<file path="config.mk">
export PLATFORM = sky130hd
export DESIGN_NAME = sha1_stream_hasher
export DESIGN_NICKNAME = d
export VERILOG_FILES = /design/src/rtl/s1h_pkg.sv /design/src/rtl/sha1_stream_hasher.sv /design/src/rtl/s1h_msg_buf.sv /design/src/rtl/s1h_core.sv
export SDC_FILE = /design/constraint.sdc
export NUM_CORES = 2
export LEC_CHECK = 0
export BUFFER_PORTS_ARGS = -buffer_cell sky130_fd_sc_hd__buf_2
export CORE_ASPECT_RATIO = 0.5
export CORE_MARGIN = 2
export CORE_UTILIZATION = 25
export DETAILED_ROUTE_END_ITERATION = 7
export PLACE_DENSITY = 0.42
export SLEW_MARGIN = 25
export SYNTH_ARGS = -nofsm -noshare
export SYNTH_HDL_FRONTEND = slang
export SYNTH_SLANG_ARGS = --single-unit
</file>
<file path="constraint.sdc">
create_clock -name aclk -period 19.9 [get_ports aclk]
set_input_delay 1.99 -clock aclk [delete_from_list [all_inputs] [get_ports aclk]]
set_output_delay 1.99 -clock aclk [all_outputs]
set_load 0.05 [all_outputs]
</file>
<file path="src/rtl/s1h_pkg.sv">
// shared types, constants and round functions of the sha-1 stream hasher
`default_nettype none

package s1h_pkg;

    localparam int BANK_WORDS = 16;
    localparam int BUF_WORDS  = 2 * BANK_WORDS;
    localparam int BUF_AW     = $clog2(BUF_WORDS);
    localparam int NUM_H      = 5;
    localparam int H_AW       = $clog2(NUM_H);
    localparam int ROUNDS     = 80;
    localparam int RND_W      = $clog2(ROUNDS);

    localparam logic [H_AW-1:0]  LAST_WORD = H_AW'(NUM_H - 1);
    localparam logic [7:0]       PAD_MARK  = 8'h80;
    localparam logic [5:0]       LEN_POS   = 6'd56;
    localparam logic [5:0]       BLOCK_END = 6'd63;

    localparam logic [31:0] K_0 = 32'h5a827999;
    localparam logic [31:0] K_1 = 32'h6ed9eba1;
    localparam logic [31:0] K_2 = 32'h8f1bbcdc;
    localparam logic [31:0] K_3 = 32'hca62c1d6;

    // write of one message byte into the block buffer
    typedef struct packed {
        logic       en;
        logic       bank;
        logic [5:0] pos;
        logic [7:0] data;
    } buf_wr_t;

    // commands to the compression core
    typedef struct packed {
        logic start;
        logic bank;
        logic restart;
    } core_ctrl_t;

    // status of the compression core
    typedef struct packed {
        logic idle;
        logic done;
    } core_stat_t;

    function automatic logic [31:0] init_word(input logic [H_AW-1:0] i);
        logic [31:0] v;
        case (i)
            3'd0:    v = 32'h67452301;
            3'd1:    v = 32'hefcdab89;
            3'd2:    v = 32'h98badcfe;
            3'd3:    v = 32'h10325476;
            3'd4:    v = 32'hc3d2e1f0;
            default: v = 32'h0;
        endcase
        return v;
    endfunction

    function automatic logic [31:0] round_f(input logic [RND_W-1:0] t,
                                            input logic [31:0] b,
                                            input logic [31:0] c,
                                            input logic [31:0] d);
        logic [31:0] v;
        if (t < RND_W'(20)) begin
            v = (b & c) | (~b & d);
        end else if (t < RND_W'(40)) begin
            v = b ^ c ^ d;
        end else if (t < RND_W'(60)) begin
            v = (b & c) | (b & d) | (c & d);
        end else begin
            v = b ^ c ^ d;
        end
        return v;
    endfunction

    function automatic logic [31:0] round_k(input logic [RND_W-1:0] t);
        logic [31:0] v;
        if (t < RND_W'(20)) begin
            v = K_0;
        end else if (t < RND_W'(40)) begin
            v = K_1;
        end else if (t < RND_W'(60)) begin
            v = K_2;
        end else begin
            v = K_3;
        end
        return v;
    endfunction

endpackage

`default_nettype wire

</file>
<file path="src/rtl/sha1_stream_hasher.sv">
// top level of the sha-1 stream hasher: byte intake, padding, digest output
`default_nettype none

// sha-1 over a byte stream. each input word carries one message byte in
// s_tdata[7:0] with s_tuser low, or a finish request with s_tuser high
// (s_tdata ignored). bytes are packed into a two-bank 64-byte block buffer;
// a full bank is handed to the compression core while the other bank fills,
// so byte words keep being taken as long as the bank being filled is free.
// the core works a block as a start, a chaining load, 80 rounds at one round
// per cycle and a write-back, and the round loop sets the rate of a long
// message. finish appends 0x80, zeros and the 64-bit big-endian bit length
// one byte per cycle while the bank being filled is free, waits for the
// last one or two compressions, then emits the five digest words, H0 first,
// each read in S_RD, captured in S_CAP and held in S_WAIT until m_tready;
// m_tlast marks H4. no input is taken from finish until the last digest
// word leaves; the hasher then restarts from the standard initial values.
// the chaining memory needs no clearing pass after reset.
module sha1_stream_hasher (
    input  wire logic        aclk,
    input  wire logic        aresetn,
    input  wire logic        s_tvalid,
    output logic             s_tready,
    input  wire logic [7:0]  s_tdata,   // data_byte
    input  wire logic        s_tuser,   // kind: 0 byte, 1 finish
    output logic             m_tvalid,
    input  wire logic        m_tready,
    output logic [39:0]      m_tdata,   // word_index [2:0], digest_word [34:3], zeros
    output logic             m_tlast    // last digest word
);
    import s1h_pkg::*;

    typedef enum logic [2:0] {
        S_RUN, S_PAD, S_DRAIN, S_RD, S_CAP, S_WAIT
    } fsm_state_t;

    fsm_state_t       state_reg;
    logic [5:0]       fill_reg;          // bytes in the current block
    logic [63:0]      bit_count_reg;     // message length in bits
    logic             wbank_reg;         // bank being filled
    logic             cbank_reg;         // next bank for the core
    logic [1:0]       busy_reg;          // bank full, waiting for or in compression
    logic [1:0]       busy_next;
    logic             pad_first_reg;     // next pad byte is the 0x80 marker
    logic             len_phase_reg;     // pad is writing the length bytes
    logic [H_AW-1:0]  idx_reg;           // digest word being emitted
    logic             m_tvalid_reg;
    logic             m_tlast_reg;
    logic [31:0]      m_word_reg;
    logic [H_AW-1:0]  m_index_reg;

    logic             space;
    logic             in_acc;
    logic             pad_put;
    logic             put;
    logic [7:0]       pad_byte;
    logic             block_full;
    logic             restart;

    buf_wr_t          buf_wr;
    core_ctrl_t       core_ctrl;
    core_stat_t       core_stat;
    logic [BUF_AW-1:0] msg_addr;
    logic [31:0]      msg_data;
    logic [31:0]      dig_data;

    // the bank being written must not be waiting for the core
    assign space    = !busy_reg[wbank_reg];
    assign s_tready = (state_reg == S_RUN) && space;
    assign in_acc   = s_tvalid && s_tready;
    assign pad_put  = (state_reg == S_PAD) && space;
    assign put      = (in_acc && !s_tuser) || pad_put;

    // length bytes go out most significant first at positions 56..63
    always_comb begin
        if (pad_first_reg) begin
            pad_byte = PAD_MARK;
        end else if (len_phase_reg) begin
            pad_byte = bit_count_reg[{~fill_reg[2:0], 3'b000} +: 8];
        end else begin
            pad_byte = 8'h00;
        end
    end

    assign block_full = put && (fill_reg == BLOCK_END);

    assign buf_wr.en   = put;
    assign buf_wr.bank = wbank_reg;
    assign buf_wr.pos  = fill_reg;
    assign buf_wr.data = pad_put ? pad_byte : s_tdata;

    // last digest word taken: return to the initial chaining values
    assign restart = (state_reg == S_WAIT) && m_tready && (idx_reg == LAST_WORD);

    assign core_ctrl.start   = core_stat.idle && busy_reg[cbank_reg];
    assign core_ctrl.bank    = cbank_reg;
    assign core_ctrl.restart = restart;

    // full-bank flags: set by the filler, cleared when the core finishes
    always_comb begin
        busy_next = busy_reg;
        if (core_stat.done) begin
            busy_next[cbank_reg] = 1'b0;
        end
        if (block_full) begin
            busy_next[wbank_reg] = 1'b1;
        end
    end

    s1h_msg_buf u_buf (
        .aclk    (aclk),
        .wr      (buf_wr),
        .rd_addr (msg_addr),
        .rd_data (msg_data)
    );

    s1h_core u_core (
        .aclk     (aclk),
        .aresetn  (aresetn),
        .ctrl     (core_ctrl),
        .stat     (core_stat),
        .msg_addr (msg_addr),
        .msg_data (msg_data),
        .dig_addr (idx_reg),
        .dig_data (dig_data)
    );

    always_ff @(posedge aclk) begin
        if (!aresetn) begin
            state_reg     <= S_RUN;
            fill_reg      <= '0;
            bit_count_reg <= '0;
            wbank_reg     <= 1'b0;
            cbank_reg     <= 1'b0;
            busy_reg      <= '0;
            pad_first_reg <= 1'b0;
            len_phase_reg <= 1'b0;
            idx_reg       <= '0;
            m_tvalid_reg  <= 1'b0;
            m_tlast_reg   <= 1'b0;
        end else begin
            busy_reg <= busy_next;
            if (core_stat.done) begin
                cbank_reg <= !cbank_reg;
            end
            if (put) begin
                fill_reg <= fill_reg + 6'd1;
            end
            if (block_full) begin
                wbank_reg <= !wbank_reg;
            end

            case (state_reg)
                S_RUN: begin
                    if (in_acc) begin
                        if (s_tuser) begin
                            pad_first_reg <= 1'b1;
                            len_phase_reg <= 1'b0;
                            state_reg     <= S_PAD;
                        end else begin
                            bit_count_reg <= bit_count_reg + 64'd8;
                        end
                    end
                end
                S_PAD: begin
                    if (pad_put) begin
                        pad_first_reg <= 1'b0;
                        if (len_phase_reg && fill_reg == BLOCK_END) begin
                            len_phase_reg <= 1'b0;
                            state_reg     <= S_DRAIN;
                        end else if (!len_phase_reg && (fill_reg + 6'd1) == LEN_POS) begin
                            len_phase_reg <= 1'b1;
                        end
                    end
                end
                S_DRAIN: begin
                    // all padded blocks compressed
                    if (busy_reg == 2'b00 && core_stat.idle) begin
                        idx_reg   <= '0;
                        state_reg <= S_RD;
                    end
                end
                S_RD: begin
                    state_reg <= S_CAP;
                end
                S_CAP: begin
                    m_word_reg   <= dig_data;
                    m_index_reg  <= idx_reg;
                    m_tlast_reg  <= (idx_reg == LAST_WORD);
                    m_tvalid_reg <= 1'b1;
                    state_reg    <= S_WAIT;
                end
                S_WAIT: begin
                    if (m_tready) begin
                        m_tvalid_reg <= 1'b0;
                        if (idx_reg == LAST_WORD) begin
                            idx_reg       <= '0;
                            bit_count_reg <= '0;
                            state_reg     <= S_RUN;
                        end else begin
                            idx_reg   <= idx_reg + H_AW'(1);
                            state_reg <= S_RD;
                        end
                    end
                end
                default: begin
                    state_reg <= S_RUN;
                end
            endcase
        end
    end

    assign m_tvalid = m_tvalid_reg;
    assign m_tlast  = m_tlast_reg;
    assign m_tdata  = {5'b00000, m_word_reg, m_index_reg};

`ifndef SYNTHESIS
    a_done_busy: assert property (@(posedge aclk) disable iff (!aresetn)
        core_stat.done |-> busy_reg[cbank_reg])
        else $error("core finished a bank not marked full");

    a_read_drained: assert property (@(posedge aclk) disable iff (!aresetn)
        (state_reg == S_RD) |-> (busy_reg == 2'b00 && core_stat.idle))
        else $error("digest read before compression finished");

    a_restart_clear: assert property (@(posedge aclk) disable iff (!aresetn)
        restart |=> (fill_reg == 6'd0 && bit_count_reg == 64'd0))
        else $error("message state not cleared after digest");

    a_last_index: assert property (@(posedge aclk) disable iff (!aresetn)
        m_tvalid |-> (m_tlast == (m_tdata[2:0] == LAST_WORD)))
        else $error("last flag does not match word index");
`endif

endmodule

`default_nettype wire

</file>
<file path="src/rtl/s1h_msg_buf.sv">
// two-bank message block buffer with byte-to-word packing
`default_nettype none

module s1h_msg_buf (
    input  wire logic                   aclk,
    input  wire s1h_pkg::buf_wr_t       wr,
    input  wire logic [s1h_pkg::BUF_AW-1:0] rd_addr,
    output logic [31:0]                 rd_data
);
    import s1h_pkg::*;

    logic [23:0] acc_reg;
    logic [31:0] mem [0:BUF_WORDS-1];

    // big-endian packing, word written on its fourth byte
    always_ff @(posedge aclk) begin
        if (wr.en) begin
            case (wr.pos[1:0])
                2'd0:    acc_reg[23:16] <= wr.data;
                2'd1:    acc_reg[15:8]  <= wr.data;
                2'd2:    acc_reg[7:0]   <= wr.data;
                default: mem[{wr.bank, wr.pos[5:2]}] <= {acc_reg, wr.data};
            endcase
        end
    end

    always_ff @(posedge aclk) begin
        rd_data <= mem[rd_addr];
    end

endmodule

`default_nettype wire

</file>
<file path="src/rtl/s1h_core.sv">
// sha-1 compression core with chaining-word memory and message schedule
`default_nettype none

module s1h_core (
    input  wire logic                       aclk,
    input  wire logic                       aresetn,
    input  wire s1h_pkg::core_ctrl_t        ctrl,
    output s1h_pkg::core_stat_t             stat,
    output logic [s1h_pkg::BUF_AW-1:0]      msg_addr,
    input  wire logic [31:0]                msg_data,
    input  wire logic [s1h_pkg::H_AW-1:0]   dig_addr,
    output logic [31:0]                     dig_data
);
    import s1h_pkg::*;

    typedef enum logic [1:0] {C_IDLE, C_LOAD, C_ROUND, C_WB} core_state_t;

    core_state_t      state_reg;
    logic [H_AW-1:0]  cnt_reg;
    logic [RND_W-1:0] rnd_reg;
    logic             bank_reg;
    logic             fresh_reg;
    logic [31:0]      a_reg, b_reg, c_reg, d_reg, e_reg;
    logic [31:0]      sched_reg [0:BANK_WORDS-1];

    logic [31:0]      chain_mem [0:NUM_H-1];
    logic [31:0]      chain_rdata_reg;
    logic [H_AW-1:0]  chain_raddr;
    logic [H_AW-1:0]  prev_idx;
    logic [31:0]      h_val;
    logic [31:0]      w_mix;
    logic [31:0]      w_t;
    logic [31:0]      t_sum;
    logic             wb_wr;

    assign chain_raddr = (state_reg == C_IDLE) ? dig_addr : cnt_reg;
    assign prev_idx    = cnt_reg - H_AW'(1);
    // chaining words read as the initial values until the first write-back
    assign h_val       = fresh_reg ? init_word(prev_idx) : chain_rdata_reg;
    assign wb_wr       = (state_reg == C_WB) && (cnt_reg != '0);
    assign dig_data    = chain_rdata_reg;

    assign w_mix = sched_reg[13] ^ sched_reg[8] ^ sched_reg[2] ^ sched_reg[0];
    assign w_t   = (rnd_reg < RND_W'(BANK_WORDS)) ? msg_data : {w_mix[30:0], w_mix[31]};
    assign t_sum = {a_reg[26:0], a_reg[31:27]} + round_f(rnd_reg, b_reg, c_reg, d_reg)
                 + e_reg + round_k(rnd_reg) + w_t;

    // word for the next round is addressed in the cycle before, through the buffer's registered read
    assign msg_addr = {bank_reg, (state_reg == C_LOAD) ? 4'd0 : (rnd_reg[3:0] + 4'd1)};

    assign stat.idle = (state_reg == C_IDLE);
    assign stat.done = (state_reg == C_WB) && (cnt_reg == LAST_WORD + H_AW'(1));

    always_ff @(posedge aclk) begin
        chain_rdata_reg <= chain_mem[chain_raddr];
        if (wb_wr) begin
            chain_mem[prev_idx] <= h_val + a_reg;
        end
    end

    always_ff @(posedge aclk) begin
        if (!aresetn) begin
            state_reg <= C_IDLE;
            fresh_reg <= 1'b1;
            cnt_reg   <= '0;
            rnd_reg   <= '0;
            bank_reg  <= 1'b0;
        end else begin
            case (state_reg)
                C_IDLE: begin
                    if (ctrl.restart) begin
                        fresh_reg <= 1'b1;
                    end
                    if (ctrl.start) begin
                        bank_reg  <= ctrl.bank;
                        cnt_reg   <= '0;
                        state_reg <= C_LOAD;
                    end
                end
                C_LOAD: begin
                    cnt_reg <= cnt_reg + H_AW'(1);
                    if (cnt_reg != '0) begin
                        {a_reg, b_reg, c_reg, d_reg, e_reg} <=
                            {b_reg, c_reg, d_reg, e_reg, h_val};
                    end
                    if (cnt_reg == LAST_WORD + H_AW'(1)) begin
                        rnd_reg   <= '0;
                        state_reg <= C_ROUND;
                    end
                end
                C_ROUND: begin
                    e_reg   <= d_reg;
                    d_reg   <= c_reg;
                    c_reg   <= {b_reg[1:0], b_reg[31:2]};
                    b_reg   <= a_reg;
                    a_reg   <= t_sum;
                    rnd_reg <= rnd_reg + RND_W'(1);
                    for (int j = 0; j < BANK_WORDS - 1; j++) begin
                        sched_reg[j] <= sched_reg[j+1];
                    end
                    sched_reg[BANK_WORDS-1] <= w_t;
                    if (rnd_reg == RND_W'(ROUNDS - 1)) begin
                        cnt_reg   <= '0;
                        state_reg <= C_WB;
                    end
                end
                C_WB: begin
                    cnt_reg <= cnt_reg + H_AW'(1);
                    if (cnt_reg != '0) begin
                        {a_reg, b_reg, c_reg, d_reg, e_reg} <=
                            {b_reg, c_reg, d_reg, e_reg, a_reg};
                    end
                    if (cnt_reg == LAST_WORD + H_AW'(1)) begin
                        fresh_reg <= 1'b0;
                        state_reg <= C_IDLE;
                    end
                end
                default: begin
                    state_reg <= C_IDLE;
                end
            endcase
        end
    end

`ifndef SYNTHESIS
    a_start_idle: assert property (@(posedge aclk) disable iff (!aresetn)
        ctrl.start |-> (state_reg == C_IDLE))
        else $error("core started while busy");

    a_round_entry: assert property (@(posedge aclk) disable iff (!aresetn)
        (state_reg == C_ROUND && rnd_reg == '0) |-> ($past(state_reg) == C_LOAD))
        else $error("round zero not preceded by chaining load");
`endif

endmodule

`default_nettype wire

</file>
; After elaboration in Yosys (flattened, before gate mapping)
; Memory sizes are Yosys's and may differ from the RTL's. A register that Yosys moved wholly into a read port is not among the register bits.
; Index checks and enable logic that the tools add are counted.
[word_totals]
regBits = 317
mem_bits_rw = 1696
in_bits = 13
out_inout_bits = 43
wordCells = 242
mem_count = 3
[mem_list]
columns = memory, words, word_bits, rd, rd_clocked_by_memory_dff, wr, line
row1 = u_buf.mem, 32, 32, 1, 1, 1, s1h_msg_buf.sv:13  ; logic [31:0] mem [0:BUF_WORDS-1];
row2 = u_core.sched_reg, 16, 32, 16, 0, 16, s1h_core.sv:24  ; logic [31:0] sched_reg [0:BANK_WORDS-1];
row3 = u_core.chain_mem, 5, 32, 1, 1, 1, s1h_core.sv:26  ; logic [31:0] chain_mem [0:NUM_H-1];
[classes]
add_sub_neg = 12
magnitude_cmp = 8
n_eq_ne = 36
shift = 1
mux = 85
n_bitwise = 17
reduce_logical = 54
[op_table]
columns = operator, count
row1 = $mux W32, 13
row2 = $mux W64, 4
row3 = $pmux W32 S2, 4
row4 = $add A32 B32 Y32, 5
row5 = $pmux W32 S5, 1
row6 = $xor A32 B32 Y32, 5
row7 = $and A32 B32 Y32, 4
row8 = $pmux W64 S2, 1
row9 = $or A32 B32 Y32, 3
row10 = $pmux W32 S3, 1
row11 = $add A64 B4 Y64 const B, 1
row12 = $shiftx A64 B7 Y8, 1
row13 = $mux W3, 12
row14 = $not A32 Y32, 1
row15 = $mux W31, 1
row16 = $mux W1, 25
row17 = $mux W8, 3
row18 = $ne A2 B2 Y1 const B, 12
row19 = $pmux W3 S6, 1
row20 = $reduce_and A2 Y1, 8
row21 = $eq A3 B3 Y1 const B, 5
row22 = $logic_and A1 B1 Y1, 15
row23 = $lt A7 B5 Y1 const B, 2
row24 = $lt A7 B6 Y1 const B, 2
row25 = 40 further kinds, 83

; Depth between registers and ports, before layout
[depth]
ltp_word = 11
ltp_mapped = 26
ltp_nobuf = 24

; Cells and area by module
; A second synthesis with hierarchy kept.
[hier_totals]
cells_unflattened = 5521
hier_area_um2 = 85843.6
[modules_own_cells]
columns = mod, n_inst, cells_per_inst, area_each_um2, seq_area_each_um2
row1 = s1h_msg_buf, 1, 2293, 41240.8, 32110.8
row2 = s1h_core, 1, 2627, 38690.9, 25904.8
row3 = sha1_stream_hasher, 1, 601, 5911.9, 2672.6

; Least setup slack after synthesis
; Ideal clock, no wire load.
[synth_timing]
path_type = input to register
from = input port aresetn
to = memory u_core.sched_reg[0][0], enable pin
setup_ns = 0.944
t_arrival_ns = 14.043
required_ns = 18.956
slack_ns = 4.914
stages = 3
n_path_buf = 2
cell_sequence = clkbuf_1 clkbuf_1 and2_1
[synth_rtl]
columns = item, line
row1 = start: declaration, sha1_stream_hasher.sv:20  ; input wire logic aresetn,
row2 = end: declaration, s1h_core.sv:24

; Worst setup path in the final report
[layout_timing]
from = register u_core.rnd_reg[3]
to = register u_core.a_reg[21], data pin
[layout_via]
elab_chain_len = 9
elab_cells_between_ends = 16
cone_classes = 4 x add/sub / 4 x order compare / 8 x mux
[layout_rtl]
columns = item, line
row1 = start: declaration, s1h_core.sv:20  ; logic [RND_W-1:0] rnd_reg;
row2 = start signal: assignment, s1h_core.sv:97  ; rnd_reg <= rnd_reg + RND_W'(1);
row3 = $lt A7 B6 Y1, "s1h_pkg.sv:67, s1h_pkg.sv:81"
row4 = $mux W32, s1h_pkg.sv:67  ; end else if (t < RND_W'(60)) begin
row5 = $mux W32, s1h_pkg.sv:65  ; end else if (t < RND_W'(40)) begin
row6 = $mux W32, s1h_pkg.sv:63  ; if (t < RND_W'(20)) begin
row7 = $add A32 B32 Y32, s1h_core.sv:45  ; assign t_sum = {a_reg[26:0], a_reg[31:27]} + round_f(rnd_reg, b_reg, c_reg, d_reg)
row8 = $add A32 B32 Y32 (2 in series), s1h_core.sv:46  ; + e_reg + round_k(rnd_reg) + w_t;
row9 = $add A32 B32 Y32 (*), s1h_core.sv:46
row10 = $pmux W32 S2 (*), s1h_core.sv:69  ; case (state_reg)
row11 = end signal: assignment, s1h_core.sv:83  ; {a_reg, b_reg, c_reg, d_reg, e_reg} <=
row12 = end signal: assignment, s1h_core.sv:96  ; a_reg <= t_sum;
row13 = end signal: assignment, s1h_core.sv:110  ; {a_reg, b_reg, c_reg, d_reg, e_reg} <=
row14 = end: declaration, s1h_core.sv:23  ; logic [31:0] a_reg, b_reg, c_reg, d_reg, e_reg;
; Every way passes the cells marked *; elsewhere a longest branch is shown, timed or not.
; A chain may end at the register's enable or synchronous reset.

==> out/summary.log <==
[outcome] outcome completed
[sta] period utilisation layout 36.4%
[global_routing] vias in the first global route 44800
[setup_path] depth of the critical timing path with buffers and inverters included 25
[setup_path] crit path launch type register
[floorplanning] area of the die 0.340 mm2
[synth] top-area cell type share of the netlist area 68.7%
[clocking] count of cells resized by post-cts repair 0
[drt] Vias/cell 4.52
[final_layout] Filler cells 33100
[setup_path] worst endpoint required time 20.48 ns
[synth] main flop type after synthesis sky130_fd_sc_hd__edfxtp_1
[synth] leading post-synthesis cells by instance count sky130_fd_sc_hd__edfxtp_1, sky130_fd_sc_hd__nand2_1, sky130_fd_sc_hd__o21ai_0
[run] max capacitance violation total 0
[setup_path] Setup crit end kind register
[final_layout] # nets final 5306
[synth] Post-synth EDFFs 1915
[min_path] count of cells along the worst hold path 0
[clocking] number of levels the H-tree was split into 4
[place] Port Buf Inserts 50
[floorplanning] Top-Level Pins 56
[pwr] Comb pwr share 17.3%
[drt] 1st-iter DRT viols 3773
[clocking] clock tree from TritonCTS yes
[clocking] maximum buffer depth of the clock tree 4
[synth] gate count after technology mapping 4962
[setup_path] Register-to-Register Path Depth 25
[final_layout] area growth from synthesis to layout 15.3%
[sta] unrepaired setup endpoints after global routing no
[clocking] insertion delay to the later sink of the worst-skew pair 0.91 ns
[place] Placed Area 0.0898 mm2
[drt] count of TritonRoute iterations in the first routing pass 5
[global_routing] initial antenna violation count 10
[sta] hold violation count in the final report 0
[pwr] Seq pwr share 47.6%
[sta] worst clock skew 0.0866 ns
[setup_path] Critical Path Max Stage Delay 0.58 ns
[setup_path] CP max FO 33
[place] total half-perimeter wirelength after legalization and detailed placement 133 mm
[synth] count leader, synth sky130_fd_sc_hd__edfxtp_1
[clocking] clock transition time at the flip-flop clock pins of the worst setup and hold paths 0.07 ns
[drt] drt wl/cell 23.2 um
[pwr] portion of total power attributed to the clock network 35.1%
[setup_path] worst path buffer plus inverter count 5
[min_path] critical hold path startpoint u_core.sched_reg[0][174]$_DFFE_PP_
[sta] Max Fclk 138 MHz
[global_routing] GR Overflow Total 0
[pwr] ratio of total power to cell area 114 mW/mm2
[pwr] power consumption 11.0 mW
[pwr] proportion of total power due to net switching 27.5%
[sta] final-report max-slew violation count 0
[setup_path] kind of cell adding the most delay to the critical path compound AO/OA/AOI/OAI gates
[setup_path] arrival time at the worst endpoint 7.81 ns
[sta] tightest hold margin 0.394 ns
[global_routing] global-route wire length before repair 324 mm
[synth] number of synthesized register bits 2074
[synth] count of yosys warnings during synthesis 0
[setup_path] launch instance of the worst register-to-register path u_core.rnd_reg[3]$_SDFFE_PN0P_
[sta] shortest clock period the worst path allows after layout 7.24 ns
[floorplanning] FP Rows 150
[min_path] Hold Path Class register to register
[clocking] TritonCTS Sinks 2074
[setup_path] critical path's slowest cell sky130_fd_sc_hd__fa_1
[pwr] maximum ir drop on the vdd rail 67.0 uV
[synth] most area-hungry cell type in the Yosys netlist sky130_fd_sc_hd__edfxtp_1
[synth] sequential-to-total area share from yosys stat 72.5%
[global_routing] total routing usage reported by global routing 13.0%
[setup_path] launching instance or port of the critical path u_core.rnd_reg[3]$_SDFFE_PN0P_
[drt] DRT antenna net count 0
[synth] share of synthesized flip-flops with an asynchronous set or reset 0%
[drt] Remaining DRCs 0
[global_routing] pin count of the biggest net entering global routing 174
[pwr] reported leakage power 31.2 nW
[pwr] P_sw 3.02 mW
[synth] Post-Synthesis Mean Instance Area 16.9 um2
[synth] largest cells by area after synthesis sky130_fd_sc_hd__edfxtp_1, sky130_fd_sc_hd__mux4_2, sky130_fd_sc_hd__dfxtp_1
[drt] total via count after detailed routing 44000
[synth] number of library cell types mapped by synthesis 86
[sta] Slew HR 22.2%
[clocking] Post-CTS Setup Repair Bufs 0
[final_layout] number of flip-flops under the largest register name 1024
[clocking] Post-CTS Hold Buffers 0
[floorplanning] initial core utilization 25.1%
[synth] cell area after synthesis 0.0837 mm2
[final_layout] fraction of final layout cells sized beyond drive strength 1 15.9%
[place] gp weighted congestion 0.795
[clocking] root buf cell sky130_fd_sc_hd__clkbuf_16
[sta] actual slew at the worst max-slew pin 1.17 ns
[floorplanning] chip height 413 um
[final_layout] Final Cell Area 0.0965 mm2
[setup_path] worst setup path category register to register
[sta] number of setup violations in the final report 0
[pwr] design internal power 7.96 mW
[sta] accumulated negative setup slack 0 ns
[clocking] total CTS buffers 210
[drt] Post-Route WL 226 mm
[floorplanning] core area 0.334 mm2
[floorplanning] Die Span X 822 um
==> worst paths after layout <==
path                            slack, ns                                  to
worst max-delay path                12.66          u_core.a_reg[21]$_DFFE_PP_
worst min-delay path                 0.39  u_core.sched_reg[0][142]$_DFFE_PP_
worst max register to register      12.66          u_core.a_reg[21]$_DFFE_PP_
worst min register to register       0.39  u_core.sched_reg[0][142]$_DFFE_PP_
==> area by class of cell <==
cell class / count / area (um2) / share of cell area (%)
antenna: 3 / 7.51 / 0.00778
clock buffer: 261 / 5610 / 5.82
clock inverter: 110 / 940 / 0.974
inverter: 211 / 800 / 0.828
multi-input combinational: 2438 / 21700 / 22.5
sequential: 2074 / 60700 / 62.9
tap: 4484 / 5610 / 5.81
timing repair buffer: 151 / 1150 / 1.19
==> metal layers <==
layer | share of wire, % | track usage (%) | vias to the layer above
met2 | 46 | 20.7 | 1011
met4 | 2.5 | 3.39 | 0
met5 | 0 | 0 | -
met1 | 47 | 18.4 | 23200
met3 | 4.6 | 2.04 | 312
li1 | - | - | 19500
==> kinds of logic (layout without fill, tap and decap cells) <==
group	after synthesis	after routing	share of synthesized area [%]
mux	352	352	7.87
other cells	1	8	0.00448
simple gates	784	784	4.18
fa+ha+maj	207	207	4.17
compound gates	872	872	6.87
flops	2074	2074	72.5
buf+inv	454	733	2.13
xor+xnor	218	218	2.28
==> metrics by stage <==
stage          worst slack [ns]  util (%)  instances
2_1_floorplan              4.91         -       4966
3_3_place_gp              12.78      26.9       9348
3_5_place_dp              12.74      26.9       9350
4_1_cts                   12.70      28.9       9721
5_1_grt                   12.03      28.9       9729
6_report                  12.66      28.9       9732
==> power by group through the flow <==
stage          Sequential (mW)  Clock (mW)  Combinational [mW]
5_1_grt                   5.25        4.14                2.13
2_1_floorplan             5.27           0                1.35
4_1_cts                   5.25        3.99                1.89
3_5_place_dp              5.34           0                1.88
3_3_place_gp              5.33           0                1.86
6_report                  5.23        3.86                1.90
==> layout by cell type (no fill, tap or decap), types with 9 or more instances in the layout <==
cell / instances
sky130_fd_sc_hd__edfxtp_1: 1915
sky130_fd_sc_hd__nand2_1: 404
sky130_fd_sc_hd__o21ai_0: 255
sky130_fd_sc_hd__mux4_2: 237
sky130_fd_sc_hd__clkbuf_16: 215
sky130_fd_sc_hd__inv_1: 209
sky130_fd_sc_hd__dfxtp_1: 158
sky130_fd_sc_hd__xnor2_1: 152
sky130_fd_sc_hd__o22ai_1: 151
sky130_fd_sc_hd__o221ai_1: 145
sky130_fd_sc_hd__nor2_1: 124
sky130_fd_sc_hd__fa_1: 120
sky130_fd_sc_hd__a21oi_1: 93
sky130_fd_sc_hd__ha_1: 85
sky130_fd_sc_hd__buf_4: 85
sky130_fd_sc_hd__a21o_1: 82
sky130_fd_sc_hd__xor2_1: 66
sky130_fd_sc_hd__mux2_2: 66
sky130_fd_sc_hd__buf_2: 50
sky130_fd_sc_hd__mux2i_1: 44
sky130_fd_sc_hd__nand3_1: 43
sky130_fd_sc_hd__nor2_4: 40
sky130_fd_sc_hd__clkinv_1: 40
sky130_fd_sc_hd__clkbuf_1: 40
sky130_fd_sc_hd__clkinv_2: 37
sky130_fd_sc_hd__a22o_1: 31
sky130_fd_sc_hd__o21a_1: 24
sky130_fd_sc_hd__and2_1: 21
sky130_fd_sc_hd__nand4_1: 21
sky130_fd_sc_hd__nor3_1: 19
sky130_fd_sc_hd__nor2b_1: 19
sky130_fd_sc_hd__and3_1: 14
sky130_fd_sc_hd__bufinv_16: 13
sky130_fd_sc_hd__nand2b_1: 12
sky130_fd_sc_hd__or3_1: 12
sky130_fd_sc_hd__o21bai_1: 9
Note: power is estimated with default switching activity, not from simulation.
